$ cat config.mk
export PLATFORM = sky130hd
export DESIGN_NAME = pia_ram
export DESIGN_NICKNAME = d
export VERILOG_FILES = /design/src/hdl/pia_ram.sv
export SDC_FILE = /design/constraint.sdc
export NUM_CORES = 1
export LEC_CHECK = 0
export BUFFER_PORTS_ARGS = -buffer_cell sky130_fd_sc_hd__buf_4
export CAP_MARGIN = 40
export CORE_MARGIN = 8
export CORE_UTILIZATION = 50
export DETAILED_ROUTE_END_ITERATION = 6
export HOLD_SLACK_MARGIN = 0.15
export MAX_ROUTING_LAYER = met4
export PLACE_DENSITY = 0.74
export SETUP_SLACK_MARGIN = 0.3
export SYNTH_ARGS = -nofsm -noshare
export SYNTH_HDL_FRONTEND = slang
export SYNTH_SLANG_ARGS = --single-unit
$ cat constraint.sdc
create_clock -name aclk -period 3.21 [get_ports aclk]
set_input_delay 0 -clock aclk [delete_from_list [all_inputs] [get_ports aclk]]
set_output_delay 0 -clock aclk [all_outputs]
set_load 0.005 [all_outputs]
$ cat src/hdl/pia_ram.sv
// simple dual port ram, one write port and one registered read port
module pia_ram #(
    parameter int DEPTH = 16,
    parameter int WIDTH = 32
) (
    input  logic                     aclk,
    input  logic                     we,
    input  logic [$clog2(DEPTH)-1:0] waddr,
    input  logic [WIDTH-1:0]         wdata,
    input  logic [$clog2(DEPTH)-1:0] raddr,
    output logic [WIDTH-1:0]         rdata
);

    logic [WIDTH-1:0] mem [DEPTH];

    always_ff @(posedge aclk) begin
        if (we) begin
            mem[waddr] <= wdata;
        end
        rdata <= mem[raddr];
    end

endmodule

==> metrics.csv <==
metric;value;unit
Clock Tree Buf Depth;3;
Die Y;215;microns
HPWL after DPL;20900;microns
TritonCTS clock tree;done;
Crit path top cell by count;dlygate4sd3_1;
Seq/Total Area, Yosys;0.807;
Syn Nets;880;
FFs w/ async S/R, synth;0;
total grt overflow;0;
Synth Instances;838;
Critical Path AT;2780;ps
initial cell density of the core;0.503;
Finish-stage setup viols;0;
Primary FF master, synth;edfxtp_1;
YS warnings;0;
Die ar.;46300;sq um
Hold Path Depth;4;
# fillers;2761;
kind of critical path;primary input to flip-flop;
GPL Wtd Cong;0.700;
minimum clock period;2310;ps
first-pass GRT wire length;61200;microns
Synth-to-Final Area Change;17.8;%
Leak;7.56;nW
Die X;215;microns
worst setup path start;raddr[0];
Max rail drop VDD;0.365;mV
Max Cap Viol;0;
clock latency on the worst-skew pair;590;ps
Int Pwr;0.0118;W
# H-tree levels;2;
crit-path max cell delay;570;ps
Pwr Density;630;nW/um^2
Setup crit end kind;flip-flop;
core area;39500;sq um
initial DRC count;1090;
Setup TNS Final;0;ps
Stages on worst setup path;7;
RSZ-0062 raised after global routing;no;
WP data required;3690;ps
r2r startpoint;mem[11][5]$_DFFE_PP_;
Hold Startpoint;raddr[1];
Worst-Margin Slew;877;ps
Initial DRT Pass Iterations;6;
r2r worst-path depth;5;
ANT nets after route;0;
Crit Path Max Fanout;46;
Synth area leaders;edfxtp_1 77%, mux4_2 15%, dfxtp_1 3.2%;
Core Rows;73;
post-CTS setup buffers;0;
post-synth top area cell;edfxtp_1;
design area;23400;sq um
I/O Pins;74;
Slew Limit Fails;0;
sequential share of power;0.542;
DRC violations left;0;
root buffer cell;clkbuf_16;
GRT Total Usage;0.182;
Synth Register Bits;544;
Comb power frac;0.052;
Synth cell types;18;
Critical Path Slowest Stage Cell;dlygate4sd3_1;
Yosys top cell area share;0.774;
total CTS buffers;51;
Post-synth EDFFs;512;
status;completed;
Hold Vio Cnt, Final;0;
clock tree sinks;544;
Fin Clk Skew;22.6;ps
P_sw;0.00297;W
initial antenna violation count;2;
hold crit path type;primary input to flip-flop;
Storage cell area;16000;sq um
DR vias/cell;5.94;
switching part of the total;0.202;
WL/cell;26.3;microns
Cell Chain, Critical Path;clkbuf_8 > buf_12 > mux4_2 > a22oi_1 > dlygate4sd3_1 > nand2_1 > dlygate4sd3_1;
Post-DP Area;21300;sq um
slew margin rel.;0.414;
NumNets Final;1032;
CP bufs+invs;4;
vias;9255;
Setup crit start kind;primary input;
clock-pin slew on the worst setup and hold paths;60;ps
fin crit share;0.718;
Mapped Area;19900;sq um
pin count of the biggest net entering global routing;53;
vias in the first global route;9707;
Max Freq;0.434;GHz
share of layout cells above drive strength 1;0.321;
I/O Buffers;73;
syn avg cell area;23.7;sq um
wirelength, routed;41000;microns
Multi-input gate area;3760;sq um
cell class contributing the biggest share of worst-path delay;buffers and inverters;
clock network power share;0.406;
[cells in the final DEF, fill, tap and decap left out, drive strengths merged]
| master | n |
|---|---|
| dlygate4sd3 | 39 |
| clkinvlp | 3 |
| nand2 | 33 |
| clkbuf | 66 |
| nand3b | 2 |
| nor2 | 13 |
| nor2b | 2 |
| nor3 | 4 |
| mux4 | 128 |
| a22oi | 64 |
| diode | 2 |
| edfxtp | 512 |
| nand2b | 2 |
| dfxtp | 32 |
| clkinv | 19 |
| inv | 2 |
| and2 | 1 |
| or3b | 1 |
| nand3 | 1 |
| bufinv | 5 |
| buf | 102 |
[final timing paths]
check,to,slack (ps)
min,rdata[12]$_DFF_P_,180
max reg2reg,rdata[5]$_DFF_P_,920
max,rdata[5]$_DFF_P_,900
min reg2reg,rdata[31]$_DFF_P_,660
[metrics by stage]
stage / utilization / worst slack (ps) / std cells / hold slack [ps] / power (W)
floorplan: - / 331 / 838 / 98.9 / 0.00851
global placement: 0.539 / 1250 / 1421 / 292 / 0.00885
detailed placement: 0.540 / 1260 / 1423 / 301 / 0.00888
CTS: 0.593 / 379 / 1557 / 155 / 0.0149
global route: 0.593 / 754 / 1558 / 197 / 0.0152
finish: 0.593 / 904 / 1558 / 179 / 0.0147
[final cells by class]
| type | count | area share |
|---|---|---|
| sequential | 544 | 0.685 |
| multi-input combinational | 251 | 0.161 |
| antenna | 2 | 0.000214 |
| clock buffer | 65 | 0.0594 |
| clock inverter | 29 | 0.0123 |
| timing repair buffer | 142 | 0.0543 |
| tap | 525 | 0.0281 |
[power groups by stage]
stage	registers [W]	clock network [W]	logic (W)
after floorplan	0.00813	0	0.000381
after detailed placement	0.00814	0	0.000735
after global placement	0.00813	0	0.000717
after global routing	0.00800	0.00633	0.000826
after CTS	0.00799	0.00608	0.000783
final	0.00799	0.00598	0.000766
[tightest hold or removal path: stages]
cell and delay (ps):
buf_4 290, mux4_2 300, a22oi_1 60, nand2_1 50
[registers in the layout, summed over array words and instances (netlist names)]
signal and count:
mem 512, rdata 32
[cell families (layout without fill, tap and decap cells)]
| kind of cell | Yosys count | count (layout) | synth area share |
|---|---|---|---|
| flip-flops | 544 | 544 | 0.807 |
| multiplexers | 128 | 128 | 0.145 |
| AO/OA/AOI/OAI | 64 | 64 | 0.0242 |
| AND/OR/NAND/NOR | 59 | 59 | 0.0127 |
| buffers and inverters | 43 | 236 | 0.0112 |
| other | 0 | 2 | 0 |
[cell usage after synthesis (4+ instances only)]
master and number:
nor3_1 4, nor2_1 13, mux4_2 128, buf_4 11, buf_2 4, a22oi_1 64
nand2_1 33, clkbuf_1 17, dfxtp_1 32, buf_1 9, edfxtp_1 512
[metal layers]
layer | part of all wire | routed length [microns] | track usage | vias up
li1 | - | - | - | 3883
met1 | 0.41 | 16800 | 0.248 | 4876
met2 | 0.49 | 20000 | 0.282 | 428
met3 | 0.080 | 3260 | 0.0323 | 68
met4 | 0.023 | 926 | 0.0520 | 0
met5 | 0 | 0 | - | -
[timing repair]
item | CTS | global route
gates resized for setup | 0 | 0
setup endpoints to repair | 0 | 1
hold buffers | 40 | 0
hold endpoints to repair | 554 | 0
No activity file was read; power rests on OpenSTA's default activity.
