## config.mk

```make
export PLATFORM = sky130hd
export DESIGN_NAME = pia_div
export DESIGN_NICKNAME = d
export VERILOG_FILES = /design/src/hdl/pia_pkg.sv /design/src/hdl/pia_div.sv
export SDC_FILE = /design/constraint.sdc
export NUM_CORES = 1
export LEC_CHECK = 0
export BUFFER_PORTS_ARGS = -buffer_cell sky130_fd_sc_hd__buf_4
export CAP_MARGIN = 20
export CORE_ASPECT_RATIO = 0.8
export CORE_MARGIN = 2
export CORE_UTILIZATION = 30
export CTS_CLUSTER_SIZE = 28
export DETAILED_ROUTE_END_ITERATION = 8
export PLACE_DENSITY_LB_ADDON = 0.12
export SYNTH_ARGS = -nofsm -noshare
export SYNTH_HDL_FRONTEND = slang
export SYNTH_SLANG_ARGS = --single-unit
```

## constraint.sdc

```tcl
create_clock -name aclk -period 5.18 [get_ports aclk]
set_input_delay 1.036 -clock aclk [delete_from_list [all_inputs] [get_ports aclk]]
set_output_delay 1.036 -clock aclk [all_outputs]
set_load 0.01 [all_outputs]
```

## src/hdl/pia_pkg.sv

```systemverilog
// shared constants, codes and types of the power iteration block
package pia_pkg;

    localparam int DIM       = 16;
    localparam int IDX_W     = $clog2(DIM);
    localparam int SIZE_W    = IDX_W + 1;
    localparam int MAT_DEPTH = DIM * DIM;
    localparam int MAT_AW    = $clog2(MAT_DEPTH);
    localparam int BANK_W    = 2;
    localparam int VEC_DEPTH = 4 * DIM;
    localparam int VEC_AW    = $clog2(VEC_DEPTH);
    localparam int FRAC_BITS = 16;
    localparam int DATA_W    = 32;
    localparam int NORM_W    = 31;
    localparam int ITER_W    = 16;
    localparam int ACC_W     = 64;
    localparam int ROOT_W    = ACC_W / 2;
    localparam int DIV_NUM_W = DATA_W + FRAC_BITS;

    localparam logic [1:0] CMD_LOAD_MAT = 2'd0;
    localparam logic [1:0] CMD_LOAD_VEC = 2'd1;
    localparam logic [1:0] CMD_START    = 2'd2;
    localparam logic [1:0] CMD_RESERVED = 2'd3;

    localparam logic [1:0] REG_ROUND_LIMIT = 2'd0;
    localparam logic [1:0] REG_TOL         = 2'd1;
    localparam logic [1:0] REG_SIZE        = 2'd2;

    localparam logic [BANK_W-1:0] BANK_START = 2'd0;
    localparam logic [BANK_W-1:0] BANK_PROD  = 2'd1;
    localparam logic [BANK_W-1:0] BANK_UNIT  = 2'd2;

    typedef struct packed {
        logic busy;
        logic done;
    } unit_status_t;

    typedef enum logic [3:0] {
        ST_IDLE,
        ST_NS_RD,
        ST_NS_MUL,
        ST_NS_ACC,
        ST_SQRT,
        ST_NM_RD,
        ST_NM_DIV,
        ST_NM_WAIT,
        ST_ROUND,
        ST_MV_RD,
        ST_MV_MUL,
        ST_MV_ACC,
        ST_MV_WR,
        ST_MV_SQ,
        ST_MV_SQA,
        ST_DONE
    } state_t;

endpackage

```

## src/hdl/pia_div.sv

```systemverilog
// iterative signed fixed point divide by a positive norm, saturated
module pia_div (
    input  logic                               aclk,
    input  logic                               aresetn,
    input  logic                               start,
    input  logic signed [pia_pkg::DATA_W-1:0]  dividend,
    input  logic [pia_pkg::NORM_W-1:0]         divisor,
    output logic signed [pia_pkg::DATA_W-1:0]  quotient,
    output pia_pkg::unit_status_t              status
);

    localparam int NW    = pia_pkg::DIV_NUM_W;
    localparam int DW    = pia_pkg::DATA_W;
    localparam int CNT_W = $clog2(NW);

    logic [NW-1:0]              num_reg;
    logic [NW-1:0]              q_reg;
    logic [DW-1:0]              rem_reg;
    logic [pia_pkg::NORM_W-1:0] div_reg;
    logic                       neg_reg;
    logic [CNT_W-1:0]           cnt_reg;
    logic                       busy_reg;
    logic                       done_reg;
    logic [DW-1:0]              mag;
    logic [DW-1:0]              rem_sh;
    logic                       fits;
    logic                       q_hi;

    assign mag    = dividend[DW-1] ? DW'(-dividend) : DW'(dividend);
    assign rem_sh = {rem_reg[DW-2:0], num_reg[NW-1]};
    assign fits   = rem_sh >= {1'b0, div_reg};

    always_ff @(posedge aclk) begin
        if (!aresetn) begin
            busy_reg <= 1'b0;
            done_reg <= 1'b0;
            cnt_reg  <= '0;
        end else begin
            done_reg <= 1'b0;
            if (start) begin
                busy_reg <= 1'b1;
                cnt_reg  <= '0;
                num_reg  <= {mag, {pia_pkg::FRAC_BITS{1'b0}}};
                q_reg    <= '0;
                rem_reg  <= '0;
                div_reg  <= divisor;
                neg_reg  <= dividend[DW-1];
            end else if (busy_reg) begin
                num_reg <= {num_reg[NW-2:0], 1'b0};
                rem_reg <= fits ? rem_sh - {1'b0, div_reg} : rem_sh;
                q_reg   <= {q_reg[NW-2:0], fits};
                cnt_reg <= cnt_reg + 1'b1;
                if (cnt_reg == CNT_W'(NW - 1)) begin
                    busy_reg <= 1'b0;
                    done_reg <= 1'b1;
                end
            end
        end
    end

    // saturate the magnitude quotient to signed 32 bits
    assign q_hi = |q_reg[NW-1:DW];
    always_comb begin
        if (!neg_reg) begin
            quotient = (q_hi || q_reg[DW-1]) ? {1'b0, {(DW-1){1'b1}}} : q_reg[DW-1:0];
        end else if (q_hi || (q_reg[DW-1] && |q_reg[DW-2:0])) begin
            quotient = {1'b1, {(DW-1){1'b0}}};
        end else begin
            quotient = -q_reg[DW-1:0];
        end
    end

    assign status.busy = busy_reg;
    assign status.done = done_reg;

endmodule

```

==> run summary, run 1 <==
IO Count: 100
Num CTS Buffers: 17
CTS max path bufs: 2
CTS root buffer: clkbuf_16
Post-layout util: 36.2%
Drt initial violations: 405
Post-synth EDFFs: 143
Top delay family on crit path: simple AND/OR/NAND/NOR gates
Initial antenna violation count: 0
Synthesis-stage register bit count: 151
Power Dens Cells: 312 nW/um^2
Critical path fanouts, max: 6
Die ar.: 32,600 sq um
Most frequent cells in the layout: 143 x edfxtp_1, 113 x nand2_1, 104 x buf_4, 78 x a21oi_1, 74 x nor2_1
Vias: 7,271
Cell mode on critical path: or3_4
Detail Route Antenna Nets: 0
Max Transition Viols Final: 0
CTS H-tree depth: 4
Internal Power: 2.42 mW
CP bufs+invs: 2
Clock latency on the worst-skew pair: 430 ps
Drt total wl: 23,000 um
Commonest non-fill, non-tap cell in the layout: edfxtp_1
Pwr Total: 3.45 mW
Worst path required time: 4140 ps
Vias in the first global route: 7,023
Worst IR drop on VDD: 237 uV
Period utilisation layout: 95.6%
RSZ-0062 raised after global routing: no
Hold Path Class: reg2reg
Largest net degree at the start of global routing: 116
Syn Inst Count: 967
# rows: 57
Crit path cell chain: inv_1, ha_1, or3b_4, or3_4, or3_4, or4_4, or3_4, o41ai_2, nand2_1, o311ai_1, buf_4
Metal3 WL: 754 um
Drt first pass iters: 5
Crit path time final: 4950 ps
P&R area growth vs syn: 18.2%
CTS hold repair buffers: 0
Gate power share: 21.6%
Post-synthesis sequential area ratio: 47.7%
Warnings, synthesis: 0
Setup Fix Bufs, Post-CTS: 0
Status: completed
Chip Width: 201 um
GPL Wtd Cong: 0.773
Switching pwr: 1.02 mW
Core area: 30,500 sq um
Ys async rst share: 0%
Worst slew pin tran: 988 ps
Finish-stage setup viols: 0
Initial Util: 30.6%
Worst slew margin: 34.1%
CTS tree: built
NumNets Final: 1,141
GRT Util Overall: 14.3%
Sum Neg Setup Slack: 0 ps
Max Used Layer: met4
Detailed Place HPWL: 15,500 um
Metal-1 WL: 12,500 um
IO buf count: 99
Mapped Nets: 1,068
Global-route wire length before repair: 37,600 um
Cell variety after synth: 65
Syn_area_per_cell: 9.66 sq um
Seq pwr share: 43.7%
Sw Share: 29.7%
Met2 routed WL: 9490 um
Max FFs per register: 48
Diode count: 0
Max Freq: 202 MHz
Crit-path max cell delay: 530 ps
Gr ovfl total: 0
Static leakage: 4.12 nW
Post-Syn Area: 9340 sq um
Post-Route Skew: 10.8 ps
CP Launch Type: register
Clk pwr share: 34.7%
Post-DR wirelength/cell: 15.7 um
CTS resizes: 0
CTS Sinks: 151
Die Height: 162 um
Worst Path Class, Setup: reg2out
Number of max-cap violations: 0
Drc violations: 0
Slowest CP cell: or4_4
Critical Path End Type: output pin
Final Hold Viols: 0
Crit path DAT: 3920 ps
Clock transition at path regs: 70 ps
Fraction of layout cells with a size suffix above 1: 16.0%
Ys flop type: edfxtp_1
Drt via density: 4.96
[power groups by stage]
stage               clock [mW]  sequential, mW  combinational, mW
floorplan                    0            1.51              0.529
global placement             0            1.53              0.749
detailed placement           0            1.53              0.745
CTS                       1.25            1.51              0.751
global route              1.30            1.52              0.843
finish                    1.20            1.51              0.743
[per-layer routing]
metal / up-vias / GRT usage, %
met2: 100 / 20.5
li1: 3717 / -
met4: 0 / 3.74
met3: 18 / 2.93
met5: - / 0
met1: 3436 / 21.7
[area by class of cell]
cell class	count	area, sq um
well taps	413	517
repair buffers	106	821
multi-input cells	709	4490
inverters	55	206
flip-flops and latches	151	4450
fillers	3192	19500
clock buffers	17	425
clock inverters	15	130
[per-stage QoR]
stage | area, sq um | hold WS [ps] | instances | worst slack, ps
after global placement | 10500 | 488 | 1434 | 627
after global routing | 11000 | 545 | 1466 | 92.3
after detailed placement | 10500 | 490 | 1434 | 525
final | 11000 | 505 | 1466 | 227
after CTS | 11000 | 502 | 1466 | 27.5
after floorplan | 9340 | 450 | 967 | 565
[final timing paths]
| path | start | end | slack (ps) | depth (start not counted) |
|---|---|---|---|---|
| min reg2reg | cnt_reg[5]$_SDFFE_PP0P_ | done_reg$_SDFF_PP0_ | 500 | 2 |
| min | cnt_reg[5]$_SDFFE_PP0P_ | done_reg$_SDFF_PP0_ | 500 | 2 |
| max | q_reg[1]$_SDFFCE_PP0P_ | quotient[30] | 230 | 11 |
| max reg2reg | rem_reg[22]$_SDFFCE_PP0P_ | rem_reg[22]$_SDFFCE_PP0P_ | 1270 | 10 |
[cell families (layout without fill, tap and decap cells)]
group | after synthesis | in the layout | share of synthesized area, %
and+or+nand+nor | 371 | 371 | 20.1
muxes | 11 | 11 | 1.27
xor gates and xnor gates | 47 | 47 | 4.41
buffers and inverters | 107 | 193 | 4.42
DFF | 151 | 151 | 47.7
AOI/OAI and AO/OA | 245 | 245 | 17.4
adders and majority gates | 35 | 35 | 4.77
[tightest hold or removal path, delay by kind of cell (launching register included)]
| kind | cells | cell delay (ps) |
|---|---|---|
| DFF | 1 | 320 |
| and+or+nand+nor | 2 | 140 |
[cells in the mapped netlist (all sizes together) (7+ instances only)]
cell / n / area share, %
edfxtp: 143 / 46
nand2: 114 / 4.6
a21oi: 79 / 4.2
nor2: 74 / 3.0
inv: 55 / 2.2
nor2b: 51 / 3.4
o21ai: 51 / 2.7
clkbuf: 39 / 1.6
xor2: 35 / 3.3
ha: 34 / 4.6
nor3: 32 / 1.7
o311ai: 28 / 2.6
or3: 20 / 1.5
or4: 15 / 1.4
o41ai: 14 / 1.4
buf: 13 / 0.64
o31ai: 13 / 1.0
xnor2: 12 / 1.1
nand3: 11 / 0.59
a21o: 10 / 0.80
nand2b: 10 / 0.67
dfxtp: 8 / 1.7
nand4: 8 / 0.54
nor4: 8 / 0.54
mux2: 7 / 0.84
or2: 7 / 0.47
(Power assumes the default switching activity.)
==> run 2: changes to the inputs <==
CORE_UTILIZATION = 56   (was 30)
==> run 2 against run 1 <==
  * Final cell count decreased by 13%
  * Critical path depth unchanged
  * Global-route usage increased by 9.7 points
  * First-iteration DRC count rose by 79%
  * Non-clock buffer count grew 1
  * Flip-flop and latch count unchanged
  * Via count up 3.6%
  * Clock power is 6% higher
  * Critical path type unchanged
  * Largest power group unchanged
==> run summary, run 2 (synthesis results as in run 1) <==
Register area: 4450 sq um
Crit path DAT: 3870 ps
Clock transition at path regs: 60 ps
Final worst slack: 273 ps
Die Height: 120 um
GPL Wtd Cong: 0.830
Sw Share: 28.4%
NumNets Final: 1,142
Post-place setup slack: 745 ps
CTS resizes: 0
Post-layout util: 65.9%
Seq pwr share: 42.8%
Drc violations: 0
Drt total wl: 20,500 um
Detail Route Antenna Nets: 0
CTS max path bufs: 2
Initial Util: 56.8%
Post-route insts no fill: 1,274
Global-route wire length before repair: 34,400 um
Setup Fix Bufs, Post-CTS: 0
Detailed Place HPWL: 13,900 um
GRT Util Overall: 24.0%
Worst IR drop on VDD: 309 uV
Max Freq: 204 MHz
Diode count: 0
IO Count: 100
Post-DR wirelength/cell: 16.1 um
Vias: 7,535
CTS root buffer: clkbuf_16
Largest net degree at the start of global routing: 66
Power Dens Cells: 325 nW/um^2
Worst path required time: 4140 ps
Gr ovfl total: 0
CTS hold repair buffers: 0
Worst slew pin tran: 900 ps
Switching pwr: 0.998 mW
Finish-stage setup viols: 0
Number of max-cap violations: 0
Final Hold Viols: 0
Clk pwr share: 36.2%
Most frequent cells in the layout: 143 x edfxtp_1, 114 x nand2_1, 106 x buf_4, 78 x a21oi_1, 74 x nor2_1
Vias in the first global route: 6,866
Hold Path Class: reg2reg
Crit path time final: 4910 ps
Critical path fanouts, max: 6
FILL cells: 1,352
Max FFs per register: 48
RSZ-0062 raised after global routing: no
Multi-input gate area: 4490 sq um
Drt initial violations: 725
Period utilisation layout: 94.7%
Chip Width: 148 um
Num CTS Buffers: 17
P&R area growth vs syn: 16.0%
CTS Sinks: 151
Worst slew margin: 40.0%
CTS H-tree depth: 4
Drt via density: 5.91
Internal Power: 2.52 mW
Critical Path End Type: output pin
Gate power share: 21.1%
Sum Neg Setup Slack: 0 ps
Initial antenna violation count: 0
Core area: 16,400 sq um
Commonest non-fill, non-tap cell in the layout: edfxtp_1
Drt first pass iters: 6
Max Transition Viols Final: 0
Dpl cells: 1,242
Clock latency on the worst-skew pair: 430 ps
Fraction of layout cells with a size suffix above 1: 16.0%
CP Launch Type: register
IO buf count: 99
Pwr Total: 3.52 mW
Worst Path Class, Setup: reg2out
Status: completed
CTS tree: built
R2R Setup Slk: 1290 ps
Die ar.: 17,700 sq um
Static leakage: 4.15 nW
# rows: 42
Post-Route Skew: 8.36 ps
run 2: cell type report:
type | instances | area share (%)
Clock buffer | 17 | 3.92
Tap cell | 220 | 2.54
Multi-Input combinational cell | 709 | 41.4
Timing Repair Buffer | 107 | 7.53
Sequential cell | 151 | 41.1
Clock inverter | 15 | 1.64
Inverter | 55 | 1.90
run 2: layer usage:
metal  vias to the layer above  global-route usage, %  part of all wire [%]
met4                         0                   7.26                   1.7
li1                       3736                      -                     -
met1                      3482                   36.6                    49
met5                         -                      0                     0
met3                        33                   5.44                   7.2
met2                       284                   34.2                    42
run 2: critical path: stages, from the launching register on:
cell and delay [ps]:
edfxtp_1 410, inv_1 110, ha_1 180, or3b_4 420, or3_4 360, or3_4 410, or4_4 540, or3_4 410
o41ai_2 200, nand2_1 80, o311ai_1 130, buf_4 200
run 2: stage by stage:
stage | hold WS [ps] | cell area (sq um)
2_1_floorplan | 450 | 9340
3_3_place_gp | 484 | 10200
3_5_place_dp | 484 | 10200
4_1_cts | 498 | 10800
5_1_grt | 523 | 10800
6_report | 496 | 10800
run 2: power groups by stage:
stage / Sequential, mW / Combinational, mW / Clock, mW
after floorplan: 1.51 / 0.529 / 0
after global placement: 1.53 / 0.714 / 0
after detailed placement: 1.53 / 0.727 / 0
after CTS: 1.50 / 0.737 / 1.29
after global routing: 1.52 / 0.829 / 1.34
final: 1.51 / 0.741 / 1.27
run 2: path summary, 6_finish.rpt:
| check | from | to | cells after the start |
|---|---|---|---|
| setup reg to reg | rem_reg[22]$_SDFFCE_PP0P_ | rem_reg[7]$_SDFFCE_PP0P_ | 10 |
| hold / removal | cnt_reg[5]$_SDFFE_PP0P_ | done_reg$_SDFF_PP0_ | 2 |
| setup / recovery | q_reg[0]$_SDFFCE_PP0P_ | quotient[30] | 11 |
| hold reg to reg | cnt_reg[5]$_SDFFE_PP0P_ | done_reg$_SDFF_PP0_ | 2 |
