--- src/hdl/pia_pkg.sv ---
// shared constants, codes and types of the power iteration block
package pia_pkg;

    localparam int DIM       = 16;
    localparam int IDX_W     = $clog2(DIM);
    localparam int SIZE_W    = IDX_W + 1;
    localparam int MAT_DEPTH = DIM * DIM;
    localparam int MAT_AW    = $clog2(MAT_DEPTH);
    localparam int BANK_W    = 2;
    localparam int VEC_DEPTH = 4 * DIM;
    localparam int VEC_AW    = $clog2(VEC_DEPTH);
    localparam int FRAC_BITS = 16;
    localparam int DATA_W    = 32;
    localparam int NORM_W    = 31;
    localparam int ITER_W    = 16;
    localparam int ACC_W     = 64;
    localparam int ROOT_W    = ACC_W / 2;
    localparam int DIV_NUM_W = DATA_W + FRAC_BITS;

    localparam logic [1:0] CMD_LOAD_MAT = 2'd0;
    localparam logic [1:0] CMD_LOAD_VEC = 2'd1;
    localparam logic [1:0] CMD_START    = 2'd2;
    localparam logic [1:0] CMD_RESERVED = 2'd3;

    localparam logic [1:0] REG_ROUND_LIMIT = 2'd0;
    localparam logic [1:0] REG_TOL         = 2'd1;
    localparam logic [1:0] REG_SIZE        = 2'd2;

    localparam logic [BANK_W-1:0] BANK_START = 2'd0;
    localparam logic [BANK_W-1:0] BANK_PROD  = 2'd1;
    localparam logic [BANK_W-1:0] BANK_UNIT  = 2'd2;

    typedef struct packed {
        logic busy;
        logic done;
    } unit_status_t;

    typedef enum logic [3:0] {
        ST_IDLE,
        ST_NS_RD,
        ST_NS_MUL,
        ST_NS_ACC,
        ST_SQRT,
        ST_NM_RD,
        ST_NM_DIV,
        ST_NM_WAIT,
        ST_ROUND,
        ST_MV_RD,
        ST_MV_MUL,
        ST_MV_ACC,
        ST_MV_WR,
        ST_MV_SQ,
        ST_MV_SQA,
        ST_DONE
    } state_t;

endpackage

--- src/hdl/pia_sqrt.sv ---
// iterative floor square root, one result bit per cycle
module pia_sqrt (
    input  logic                         aclk,
    input  logic                         aresetn,
    input  logic                         start,
    input  logic [pia_pkg::ACC_W-1:0]    radicand,
    output logic [pia_pkg::ROOT_W-1:0]   root,
    output pia_pkg::unit_status_t        status
);

    localparam int REM_W = pia_pkg::ROOT_W + 3;
    localparam int CNT_W = $clog2(pia_pkg::ROOT_W);

    logic [pia_pkg::ACC_W-1:0]  rad_reg;
    logic [REM_W-1:0]           rem_reg;
    logic [pia_pkg::ROOT_W-1:0] root_reg;
    logic [CNT_W-1:0]           cnt_reg;
    logic                       busy_reg;
    logic                       done_reg;
    logic [REM_W-1:0]           rem_sh;
    logic [REM_W-1:0]           trial;
    logic                       fits;

    assign rem_sh = {rem_reg[REM_W-3:0], rad_reg[pia_pkg::ACC_W-1 -: 2]};
    assign trial  = {1'b0, root_reg, 2'b01};
    assign fits   = rem_sh >= trial;

    always_ff @(posedge aclk) begin
        if (!aresetn) begin
            busy_reg <= 1'b0;
            done_reg <= 1'b0;
            cnt_reg  <= '0;
        end else begin
            done_reg <= 1'b0;
            if (start) begin
                busy_reg <= 1'b1;
                cnt_reg  <= '0;
                rad_reg  <= radicand;
                rem_reg  <= '0;
                root_reg <= '0;
            end else if (busy_reg) begin
                rad_reg  <= {rad_reg[pia_pkg::ACC_W-3:0], 2'b00};
                rem_reg  <= fits ? rem_sh - trial : rem_sh;
                root_reg <= {root_reg[pia_pkg::ROOT_W-2:0], fits};
                cnt_reg  <= cnt_reg + 1'b1;
                if (cnt_reg == CNT_W'(pia_pkg::ROOT_W - 1)) begin
                    busy_reg <= 1'b0;
                    done_reg <= 1'b1;
                end
            end
        end
    end

    assign root        = root_reg;
    assign status.busy = busy_reg;
    assign status.done = done_reg;

endmodule

--- config.mk ---
export PLATFORM = sky130hd
export DESIGN_NAME = pia_sqrt
export DESIGN_NICKNAME = d
export VERILOG_FILES = /design/src/hdl/pia_pkg.sv /design/src/hdl/pia_sqrt.sv
export SDC_FILE = /design/constraint.sdc
export NUM_CORES = 1
export LEC_CHECK = 0
export ABC_CLOCK_PERIOD_IN_PS = 5900
export BUFFER_PORTS_ARGS = -buffer_cell sky130_fd_sc_hd__clkbuf_2
export CAP_MARGIN = 20
export CORE_MARGIN = 2
export CORE_UTILIZATION = 35
export CTS_CLUSTER_SIZE = 28
export DETAILED_ROUTE_END_ITERATION = 8
export PLACE_DENSITY_LB_ADDON = 0.3
export SETUP_SLACK_MARGIN = 0.02
export SYNTH_ARGS = -nofsm -noshare
export SYNTH_HDL_FRONTEND = slang
export SYNTH_SLANG_ARGS = --single-unit
--- constraint.sdc ---
create_clock -name aclk -period 5.9 [get_ports aclk]
set_input_delay 0.885 -clock aclk [delete_from_list [all_inputs] [get_ports aclk]]
set_output_delay 0.885 -clock aclk [all_outputs]
set_load 0.01 [all_outputs]
==> results of run 1 <==
-- area by class of cell --
type | count | area [um^2]
fill | 2147 | 12770
sequential | 136 | 4014
multi-input combinational | 483 | 3326
timing repair buffer | 104 | 533.0
clock buffer | 17 | 425.4
tap | 280 | 350.3
inverter | 47 | 176.4
clock inverter | 15 | 163.9
-- routing by layer --
| layer | up-vias | routed length [um] |
|---|---|---|
| li1 | 2734 | - |
| met1 | 2679 | 7815 |
| met2 | 159 | 8030 |
| met3 | 21 | 1495 |
| met4 | 0 | 258 |
| met5 | - | 0 |
-- path summary, 6_finish.rpt --
path               from           to  slack [ns]
min          cnt_reg[4]   cnt_reg[4]        0.51
max reg2reg     root[0]  rem_reg[24]        2.46
min reg2reg  cnt_reg[4]   cnt_reg[4]        0.51
max             root[0]  rem_reg[24]        2.46
-- report_power, final --
part	switching, W	internal (W)
clock network	0.000448	0.000632
logic	0.000358	0.000241
registers	0.0000323	0.00115
-- worst register-to-register path: stages, from the launching register on --
cell and delay (ns):
edfxtp_1 0.34, inv_1 0.06, ha_1 0.35, nor2b_1 0.18
o311ai_0 0.65, a31oi_1 0.22, a31oi_1 0.46, a21oi_1 0.20
a31oi_1 0.41, xor2_1 0.21, o21ai_0 0.11
-- kinds of logic (layout without fill, tap and decap cells) --
| group | count (synthesis) | count (layout) | share of synthesized area |
|---|---|---|---|
| mux | 73 | 73 | 0.1049 |
| buf+inv | 88 | 183 | 0.04978 |
| simple gates | 206 | 206 | 0.1234 |
| xor+xnor | 27 | 27 | 0.03065 |
| compound gates | 141 | 141 | 0.1127 |
| fa+ha+maj | 36 | 36 | 0.05837 |
| flops | 136 | 136 | 0.5202 |
-- per-stage QoR --
stage,util,hold slack [ns]
after detailed placement,0.3861,0.5004
after global placement,0.3861,0.4857
after floorplan,-,0.4672
after CTS,0.4132,0.5164
final,0.4132,0.5097
after global routing,0.4132,0.5424
-- cell usage after synthesis, types with 12 or more instances --
| master | count | area [um^2] |
|---|---|---|
| a21oi_1 | 52 | 260.3 |
| clkbuf_1 | 23 | 86.33 |
| edfxtp_1 | 129 | 3874 |
| ha_1 | 36 | 450.4 |
| inv_1 | 45 | 168.9 |
| mux2_2 | 63 | 709.4 |
| nand2_1 | 38 | 142.6 |
| nand3_1 | 15 | 75.07 |
| nor2_1 | 97 | 364.1 |
| o21ai_0 | 29 | 145.1 |
| xnor2_1 | 15 | 131.4 |
| xor2_1 | 12 | 105.1 |
-- cell usage in the layout, fill, tap and decap left out, drive strengths merged, types with 10 or more instances in the layout --
cell type and instances:
o21ai 30, nand4 13, edfxtp 129, ha 36
a21o 11, a21oi 53, nand2 38, inv 55
mux2i 10, clkbuf 116, xor2 12, xnor2 15
mux2 63, nor2 97, nand3 15
==> metrics.md, run 1 <==
| Metric | Value |
|---|---|
| Status | `finished clean` |
| Seq/Total Area, Yosys | `0.5202` |
| Final worst setup slack | `~2.5 ns` |
| Worst vdd ir | `between 200 and 250 uV` |
| Leak | `3.606 nW` |
| Cts-stage hold buffer count | `0` |
| Rows | `between 50 and 60` |
| Max Fclk | `approximately 290 MHz` |
| Post-Syn Area | `a little under 0.008 mm^2` |
| Cell area after layout | `approximately 0.009 mm^2` |
| Gr ovfl total | `0` |
| Antenna violations before repair | `1` |
| Total track usage | `0.1535` |
| Dpl ws | `between 2 and 2.5 ns` |
| Final hold viol count | `0` |
| Crit-path leading delay family | `compound AO/OA/AOI/OAI gates` |
| RSZ-0062 raised after global routing | `false` |
| Vias in the first global route | `about 5600` |
| Ant diodes | `0` |
| CP max stage cell | `o311ai_0` |
| PostCTS Resize Cnt | `0` |
| Max-Cap Viols | `0` |
| Die ar. | `between 0.02 and 0.025 mm^2` |
| Asr flop ratio synth | `0` |
| Netlist cell types | `58` |
| Core footprint | `between 0.02 and 0.025 mm^2` |
| Setup TNS | `0 ns` |
| CTS clk-pin slew, worst paths | `approximately 0.060 ns` |
| CP startpoint kind | `flip-flop` |
| Die Height | `152.5 um` |
| Met1 Use GR | `0.1943` |
| HP Class | `flip-flop to flip-flop` |
| PwrDens | `around 320 mW/mm^2` |
| CP arrival | `approximately 3.6 ns` |
| Max reg flops | `64` |
| Layout cell share with drive strength beyond 1 | `0.2556` |
| Max-slew violations | `0` |
| Io pins | `101` |
| Most common cell type on the critical path | `a31oi_1` |
| Total Wirelength | `~18000 um` |
| Via density | `between 5 and 6` |
| Worst Tran Pin Value | `about 0.8 ns` |
| Ys flop type | `edfxtp_1` |
| Final period util | `0.5839` |
| Hold depth | `2` |
| Initial detailed-routing violation count | `318` |
| CP cell instances | `inv_1 -> ha_1 -> nor2b_1 -> o311ai_0 -> a31oi_1 -> a31oi_1 -> a21oi_1 -> a31oi_1 -> xor2_1 -> o21ai_0` |
| CP Depth | `10` |
| Crit Path Max Fanout | `5` |
| Total CTS buffers | `17` |
| Die Wd | `~150 um` |
| Area delta synth->final | `16.49%` |
| Clock latency at the later pin of the worst-skew pair | `roughly 0.42 ns` |
| Final min period | `3.445 ns` |
| DRT antenna net count | `0` |
| Setup CP Type | `flip-flop to flip-flop` |
| Overall power | `about 0.0029 W` |
| Largest net degree at the start of global routing | `slightly below 70` |
| DPL Wire Length | `around 13000 um` |
| Number of flops mapped to enable cells by yosys | `~130` |
| Synth warn | `0` |
| H-tree levels | `4` |
| Initial Utilization | `0.3547` |
| GR Layer Usage met2 | `0.2445` |
| DRC | `0` |
| Layout Cells excl Fill | `1082` |
| First drt pass iteration count | `5` |
| Drt wl/cell | `between 15 and 20 um` |
| #FFs+latches synth | `between 100 and 150` |
| Slowest cell delay on critical path | `~0.65 ns` |
| # port buffers | `100` |
| Vias | `5593` |
| Crit path required time | `around 6.1 ns` |
| Nets@finish | `between 800 and 900` |
| Clk root buf | `clkbuf_16` |
| Deepest clock path buffer count | `2` |
| Final worst clock skew | `roughly 0.013 ns` |
| GPL Wtd Cong | `approximately 0.95` |
| Placed inst area | `between 0.008 and 0.009 mm^2` |
| Syn_nets | `a little over 800` |
| M3 GR Usage | `0.06598` |
| Syn Area/Cell | `between 10 and 15 um^2` |
| Top Usage Layer GRT | `met2` |
| Dpl cells | `1050` |
| Mapped Cells | `a little over 700` |
| CTS tree | `done` |
| First-pass GRT wire length | `~29000 um` |
| CTS Sinks | `136` |
| Worst reg2reg path depth | `10` |
| Setup violators final | `0` |
| Worst setup EP type | `flip-flop` |
| Critical path buffer and inverter count | `1` |
| Post-CTS setup buffer count | `0` |
| Relative slew margins | `0.4553` |
Note: power is estimated with default switching activity, not from simulation.
==> run 2: changes to the inputs <==
--- a/config.mk
+++ b/config.mk
@@ -5,7 +5,8 @@
 export SDC_FILE = /design/constraint.sdc
 export NUM_CORES = 1
 export LEC_CHECK = 0
-export ABC_CLOCK_PERIOD_IN_PS = 5900
+export ABC_AREA = 1
+export ABC_CLOCK_PERIOD_IN_PS = 3170
 export BUFFER_PORTS_ARGS = -buffer_cell sky130_fd_sc_hd__clkbuf_2
 export CAP_MARGIN = 20
 export CORE_MARGIN = 2
==> constraint.sdc (replaced) <==
create_clock -name aclk -period 3.17 [get_ports aclk]
set_input_delay 0.4755 -clock aclk [delete_from_list [all_inputs] [get_ports aclk]]
set_output_delay 0.4755 -clock aclk [all_outputs]
set_load 0.01 [all_outputs]
==> run 2 against run 1 <==
Against the previous run:
- cell count is 51% higher
- maximum frequency increased by 33%
- via count grew 30%
- clock-buffer cell count unchanged
- routed wire length grew 22%
- worst setup slack lost 1.9 ns
- first-iteration DRC count grew 53%
- die area increased by 14%
- core utilization fell by 0.17 points
- sequential power is 86% higher
==> metrics.md, run 2 <==
| Metric | Value |
|---|---|
| Worst R2R Setup Slack | `0.59 ns (was 2.46 ns)` |
| CP arrival | `2.77 ns (was 3.60 ns)` |
| Max-slew violations | `0 (unchanged)` |
| Cts-stage hold buffer count | `0 (unchanged)` |
| Deepest clock path buffer count | `2 (unchanged)` |
| Share of the synthesized area in the top cell type | `0.4378 (was 0.5020)` |
| Worst setup EP type | `flip-flop (unchanged)` |
| Relative slew margins | `0.5668 (was 0.4553)` |
| Post-CTS setup buffer count | `0 (unchanged)` |
| DRC | `0 (unchanged)` |
| Most numerous cell in the Yosys netlist | `nand2_1 (was edfxtp_1)` |
| Max Fclk | `386.9 MHz (was 290.3 MHz)` |
| Setup CP Type | `flip-flop to flip-flop (unchanged)` |
| Drt wl/cell | `13.14 um (was 16.27 um)` |
| Total CTS buffers | `17 (unchanged)` |
| Ant diodes | `0 (unchanged)` |
| Leading area contributor after synthesis | `edfxtp_1 (unchanged)` |
| GPL Wtd Cong | `0.9164 (was 0.9479)` |
| First drt pass iteration count | `8 (was 5)` |
| Placed inst area | `0.009693 mm^2 (was 0.008399 mm^2)` |
| Dpl ws | `0.5699 ns (was 2.443 ns)` |
| Crit Path Max Fanout | `25 (was 5)` |
| Die Height | `163.0 um (was 152.5 um)` |
| Overall power | `0.005442 W (was 0.002864 W)` |
| Worst R2R End | `rem_reg[21] (was rem_reg[24])` |
| Die Wd | `163.0 um (was 152.5 um)` |
| # port buffers | `100 (unchanged)` |
| CTS tree | `done (unchanged)` |
| Area delta synth->final | `16.11% (was 16.49%)` |
| Vias | `7276 (was 5593)` |
| Max reg flops | `64 (unchanged)` |
| Via density | `4.453 (was 5.169)` |
| R2r startpoint | `root[20] (was root[0])` |
| Initial detailed-routing violation count | `488 (was 318)` |
| Worst vdd ir | `374.6 uV (was 241.3 uV)` |
| Antenna violations before repair | `0 (was 1)` |
| Setup TNS | `0 ns (unchanged)` |
| Nets@finish | `1394 (was 892)` |
| Worst Tran Pin Value | `0.6497 ns (was 0.8170 ns)` |
| Mapped Cells | `1196 (was 707)` |
| #FFs+latches synth | `136 (unchanged)` |
| PostCTS Resize Cnt | `0 (unchanged)` |
| Rows | `58 (was 54)` |
| HP Class | `primary input to flip-flop (was flip-flop to flip-flop)` |
| Largest net degree at the start of global routing | `80 (was 69)` |
| Ys flop type | `edfxtp_1 (unchanged)` |
| Vias in the first global route | `7211 (was 5637)` |
| Syn Area/Cell | `7.397 um^2 (was 10.91 um^2)` |
| Total Wirelength | `21470 um (was 17600 um)` |
| Netlist cell types | `38 (was 58)` |
| Post-synth top cells | `507 x nand2_1, 201 x inv_1, 136 x nor2_1 (was 129 x edfxtp_1, 97 x nor2_1, 63 x mux2_2)` |
| Status | `finished clean (unchanged)` |
| Final worst setup slack | `0.5855 ns (was 2.455 ns)` |
| Syn_nets | `1299 (was 810)` |
| H-tree levels | `4 (unchanged)` |
| Io pins | `101 (unchanged)` |
| Synth area leaders | `edfxtp_1 44%, nand2_1 22%, inv_1 8.5% (was edfxtp_1 50%, mux2_2 9.2%, ha_1 5.8%)` |
| PwrDens | `529.8 mW/mm^2 (was 318.6 mW/mm^2)` |
| Setup violators final | `0 (unchanged)` |
| Die ar. | `0.02657 mm^2 (was 0.02325 mm^2)` |
| Commonest non-fill, non-tap cell in the layout | `nand2_1 (was edfxtp_1)` |
| Clk root buf | `clkbuf_16 (unchanged)` |
| Total track usage | `0.1700 (was 0.1535)` |
| Layout cell share with drive strength beyond 1 | `0.1511 (was 0.2556)` |
| Synth warn | `0 (unchanged)` |
| Final worst clock skew | `0.008149 ns (was 0.01323 ns)` |
| DRT antenna net count | `0 (unchanged)` |
| Hold endpoint | `rad_reg[0] (was cnt_reg[4])` |
| Final period util | `0.8153 (was 0.5839)` |
| Post-Syn Area | `0.008847 mm^2 (was 0.007716 mm^2)` |
| Gr ovfl total | `0 (unchanged)` |
| RSZ-0062 raised after global routing | `false (unchanged)` |
| CP startpoint kind | `flip-flop (unchanged)` |
| Leak | `5.376 nW (was 3.606 nW)` |
| Number of flops mapped to enable cells by yosys | `129 (unchanged)` |
| Worst hold start | `radicand[0] (was cnt_reg[4])` |
| Clock latency at the later pin of the worst-skew pair | `0.44 ns (was 0.42 ns)` |
| Core footprint | `0.02496 mm^2 (was 0.02176 mm^2)` |
| Cell area after layout | `0.01027 mm^2 (was 0.008989 mm^2)` |
| Most frequent cells in the layout | `507 x nand2_1, 201 x inv_1, 136 x nor2_1, 129 x edfxtp_1, 99 x clkbuf_2 (was 129 x edfxtp_1, 99 x clkbuf_2, 97 x nor2_1, 63 x mux2_2, 52 x a21oi_1)` |
| Final hold viol count | `0 (unchanged)` |
| Crit path required time | `3.35 ns (was 6.05 ns)` |
| DPL Wire Length | `16080 um (was 12520 um)` |
| Final min period | `2.584 ns (was 3.445 ns)` |
| Hold depth | `3 (was 2)` |
| Worst reg2reg path depth | `14 (was 10)` |
| Fill count | `2639 (was 2147)` |
| First-pass GRT wire length | `35650 um (was 28810 um)` |
| Initial Utilization | `0.3544 (was 0.3547)` |
| Max-Cap Viols | `0 (unchanged)` |
| CTS Sinks | `136 (unchanged)` |
| Asr flop ratio synth | `0 (unchanged)` |
| CTS clk-pin slew, worst paths | `0.07 ns (was 0.06 ns)` |
| Seq/Total Area, Yosys | `0.4537 (was 0.5202)` |
## run 2: layer usage
layer	vias to the layer above	global-route usage	wire length, um
met4	0	0.05189	471
met3	30	0.03794	1134
met1	3223	0.2241	10180
met5	-	0	0
li1	3846	-	-
met2	177	0.2791	9687
## run 2: per-stage QoR
| step | std cells | utilization | hold slack, ns |
|---|---|---|---|
| after CTS | 1634 | 0.4115 | 0.2828 |
| after floorplan | 1196 | - | 0.4449 |
| after global routing | 1634 | 0.4115 | 0.3024 |
| after global placement | 1602 | 0.3883 | 0.4543 |
| after detailed placement | 1602 | 0.3883 | 0.4625 |
| final | 1634 | 0.4115 | 0.2969 |
## run 2: worst max path at each step
stage	startpoint	endpoint	slack, ns	depth (start not counted)
6_report	root[20]	rem_reg[21]	0.59	14
2_1_floorplan	start	rad_reg[0]	0.34	2
3_3_place_gp	root[20]	rem_reg[22]	0.60	14
3_5_place_dp	root[20]	rem_reg[21]	0.57	14
4_1_cts	root[20]	rem_reg[21]	0.56	14
5_1_grt	root[18]	rem_reg[23]	0.34	12
## run 2: critical path, stage by stage, from the launching register on
cell and delay [ns]:
edfxtp_1 0.41, inv_1 0.10, ha_1 0.28, nand2_1 0.16, inv_1 0.05, nand2_1 0.06
nand2_1 0.07, nand2_1 0.06, nand2_1 0.07, nand2_2 0.09, nand3_4 0.09, nor2_8 0.45
nand2_8 0.18, nor2_1 0.15, nor2_1 0.07
## run 2: layout make-up
class,instances,area [um^2],share of cell area
multi-input cells,818,3872,0.3770
inverters,212,795.8,0.07747
flip-flops and latches,136,4014,0.3907
well taps,330,412.9,0.04019
clock inverters,15,153.9,0.01498
clock buffers,17,425.4,0.04141
repair buffers,106,598.1,0.05822
## run 2: logic make-up (layout without fill, tap and decap cells)
logic type | after synthesis | in the layout | synth area share
and+or+nand+nor | 746 | 746 | 0.3567
buffers and inverters | 242 | 350 | 0.1095
DFF | 136 | 136 | 0.4537
adders and majority gates | 36 | 36 | 0.05091
AOI/OAI and AO/OA | 21 | 21 | 0.01442
xor gates and xnor gates | 15 | 15 | 0.01485
## run 2: power breakdown
part / switching (W) / internal (W) / total (W)
logic: 0.000830 / 0.000426 / 0.00126
clock network: 0.000883 / 0.00111 / 0.00199
registers: 0.0000555 / 0.00214 / 0.00219
total: 0.00177 / 0.00367 / 0.00544
==> run 3: changes to the inputs <==
--- a/config.mk
+++ b/config.mk
@@ -6,7 +6,7 @@
 export NUM_CORES = 1
 export LEC_CHECK = 0
 export ABC_AREA = 1
-export ABC_CLOCK_PERIOD_IN_PS = 3170
+export ABC_CLOCK_PERIOD_IN_PS = 2440
 export BUFFER_PORTS_ARGS = -buffer_cell sky130_fd_sc_hd__clkbuf_2
 export CAP_MARGIN = 20
 export CORE_MARGIN = 2
==> constraint.sdc (replaced) <==
create_clock -name aclk -period 2.44 [get_ports aclk]
set_input_delay 0.366 -clock aclk [delete_from_list [all_inputs] [get_ports aclk]]
set_output_delay 0.366 -clock aclk [all_outputs]
set_load 0.01 [all_outputs]
==> run 3 against run 2 <==
Against the previous run:
- worst setup slack worse by 0.44 ns
- sequential share of layout area down 1.3 points
- routed wire length up 4.8%
- via count up 1.6%
- maximum frequency up 13%
- core utilization up 1.4 points
- clock skew up 0.0029 ns
- critical path depth up 1
- die area unchanged
- register-to-register slack worse by 0.44 ns
- cell count up 0.98%
- largest cell class is now multi-input gates
- largest power group unchanged
==> metrics.md, run 3 (synthesized netlist as in run 2, its figures left out) <==
| Metric | Value |
|---|---|
| Leak | `5.473 nW (was 5.376 nW)` |
| Final worst clock skew | `0.01104 ns (was 0.008149 ns)` |
| Max-Cap Viols | `0 (unchanged)` |
| Total CTS buffers | `17 (unchanged)` |
| Total Wirelength | `22490 um (was 21470 um)` |
| Worst R2R Setup Slack | `0.14 ns (was 0.59 ns)` |
| Worst hold start | `radicand[0] (unchanged)` |
| Met3 wire length | `1116 um (was 1134 um)` |
| Max Fclk | `435.6 MHz (was 386.9 MHz)` |
| Largest net degree at the start of global routing | `77 (was 80)` |
| Deepest clock path buffer count | `2 (unchanged)` |
| Most frequent cells in the layout | `500 x nand2_1, 196 x inv_1, 129 x nor2_1, 129 x edfxtp_1, 99 x clkbuf_2 (was 507 x nand2_1, 201 x inv_1, 136 x nor2_1, 129 x edfxtp_1, 99 x clkbuf_2)` |
| Nets@finish | `1410 (was 1394)` |
| Status | `finished clean (unchanged)` |
| CTS clk-pin slew, worst paths | `0.07 ns (about the same)` |
| DRT antenna net count | `0 (unchanged)` |
| Die Wd | `163.0 um (unchanged)` |
| Layout Cells excl Fill | `1650 (was 1634)` |
| Setup violators final | `0 (unchanged)` |
| Drt wl/cell | `13.63 um (was 13.14 um)` |
| Setup CP Type | `flip-flop to flip-flop (unchanged)` |
| Worst R2R End | `rem_reg[31] (was rem_reg[21])` |
| Ant diodes | `0 (unchanged)` |
| Hold endpoint | `rad_reg[0] (unchanged)` |
| Commonest non-fill, non-tap cell in the layout | `nand2_1 (unchanged)` |
| Crit Path Max Fanout | `6 (was 25)` |
| CP startpoint kind | `flip-flop (unchanged)` |
| Vias in the first global route | `7326 (was 7211)` |
| # port buffers | `100 (unchanged)` |
| HP Class | `primary input to flip-flop (unchanged)` |
| PwrDens | `678.3 mW/mm^2 (was 529.8 mW/mm^2)` |
| Die ar. | `0.02657 mm^2 (unchanged)` |
| Initial Utilization | `0.3544 (unchanged)` |
| DPL Wire Length | `16450 um (was 16080 um)` |
| Io pins | `101 (unchanged)` |
| Met2 Wirelength | `10310 um (was 9687 um)` |
| Antenna violations before repair | `0 (unchanged)` |
| Clk root buf | `clkbuf_16 (unchanged)` |
| First drt pass iteration count | `5 (was 8)` |
| Max reg flops | `64 (unchanged)` |
| Worst setup EP type | `flip-flop (unchanged)` |
| CTS Sinks | `136 (unchanged)` |
| Via density | `4.479 (was 4.453)` |
| Final min period | `2.296 ns (was 2.584 ns)` |
| Core footprint | `0.02496 mm^2 (unchanged)` |
| Relative slew margins | `0.4776 (was 0.5668)` |
| Worst reg2reg path depth | `15 (was 14)` |
| Die Height | `163.0 um (unchanged)` |
| DRC | `0 (unchanged)` |
| Layout cell share with drive strength beyond 1 | `0.1864 (was 0.1511)` |
| CP arrival | `2.48 ns (was 2.77 ns)` |
| Setup TNS | `0 ns (unchanged)` |
| Rows | `58 (unchanged)` |
| GPL Wtd Cong | `0.9166 (was 0.9164)` |
| Max-slew violations | `0 (unchanged)` |
| First-pass GRT wire length | `36330 um (was 35650 um)` |
| R2r startpoint | `root[19] (was root[20])` |
| Area delta synth->final | `20.19% (was 16.11%)` |
| Vias | `7390 (was 7276)` |
| Crit path required time | `2.63 ns (was 3.35 ns)` |
| Final period util | `0.9409 (was 0.8153)` |
| Clock latency at the later pin of the worst-skew pair | `0.43 ns (was 0.44 ns)` |
| Fill count | `2638 (was 2639)` |
| RSZ-0062 raised after global routing | `true (was false)` |
| DR top layer | `met4 (unchanged)` |
| Initial detailed-routing violation count | `476 (was 488)` |
| H-tree levels | `4 (unchanged)` |
| Gr ovfl total | `0 (unchanged)` |
| Hold depth | `3 (unchanged)` |
| Worst vdd ir | `351.4 uV (was 374.6 uV)` |
| Dpl cells | `1613 (was 1602)` |
| Final hold viol count | `0 (unchanged)` |
| Total track usage | `0.1733 (was 0.1700)` |
| Met1 WL | `10750 um (was 10180 um)` |
| CTS tree | `done (unchanged)` |
| Worst Tran Pin Value | `0.7835 ns (was 0.6497 ns)` |
## run 3: cell types whose count changed in the layout (fill, tap and decap cells not counted), moves of 5 or more
cell,before,now
buf_4,3,13
ha_1,36,24
ha_4,0,8
inv_1,201,196
inv_2,11,16
nand2_1,507,500
nand2_2,10,17
nor2_1,136,129
nor2_2,7,12
## run 3: worst max-delay path by stage
stage | startpoint | end | slack (ns)
after floorplan | root[24] | rem_reg[17] | 0.36
after global placement | root[8] | rem_reg[1] | 0.08
after detailed placement | root[14] | rem_reg[0] | 0.08
after CTS | root[7] | rem_reg[0] | 0.06
after global routing | root[4] | rem_reg[8] | 0.02
final | root[19] | rem_reg[31] | 0.14
## run 3: cell type report
type / count / area, um^2 / share of cell area
inverters: 212 / 795.8 / 0.07483
clock buffers: 17 / 425.4 / 0.04000
clock inverters: 15 / 152.6 / 0.01435
repair buffers: 122 / 794.5 / 0.07472
multi-input cells: 818 / 4039 / 0.3798
well taps: 330 / 412.9 / 0.03883
flip-flops and latches: 136 / 4014 / 0.3775
## run 3: critical path: stages, from the launching register on
cell	delay, ns
edfxtp_1	0.40
inv_2	0.09
ha_2	0.31
nand2_2	0.10
inv_1	0.04
nand2_1	0.05
nand2_1	0.08
nand2_1	0.07
nand2_1	0.08
nand2_2	0.10
nand3_4	0.09
nor2_8	0.24
buf_6	0.21
nand3_2	0.07
nand2_1	0.06
nor2_1	0.05
## run 3: routing by layer
| layer | vias to the layer above | GRT usage |
|---|---|---|
| met2 | 163 | 0.2812 |
| met4 | 0 | 0.04666 |
| met1 | 3333 | 0.2345 |
| met3 | 20 | 0.03718 |
| li1 | 3874 | - |
| met5 | - | 0 |
## run 3: repair_timing
item / in CTS / in global routing
setup buffers: 0 / 2
resized for setup: 0 / 44
endpoints found under the setup margin: 0 / 29
hold buffers: 0 / 0
## run 3: report_power, final
group | switching [W] | leakage (nW) | internal, W
clock network | 0.00120 | 0.280 | 0.00136
logic | 0.00114 | 3.88 | 0.000655
registers | 0.0000779 | 1.31 | 0.00278
## run 3: metrics by stage
stage               power, W  setup WS (ns)  utilization  hold slack, ns  area [um^2]
CTS                 0.007155        0.05952       0.4157          0.1694        10380
global route        0.007627        0.01515       0.4260          0.1986        10630
global placement    0.004563        0.08317       0.3926          0.4546         9801
finish              0.007213         0.1442       0.4260          0.1862        10630
detailed placement  0.004579        0.07686       0.3926          0.4667         9801
floorplan           0.004099         0.3566            -          0.4453         8855
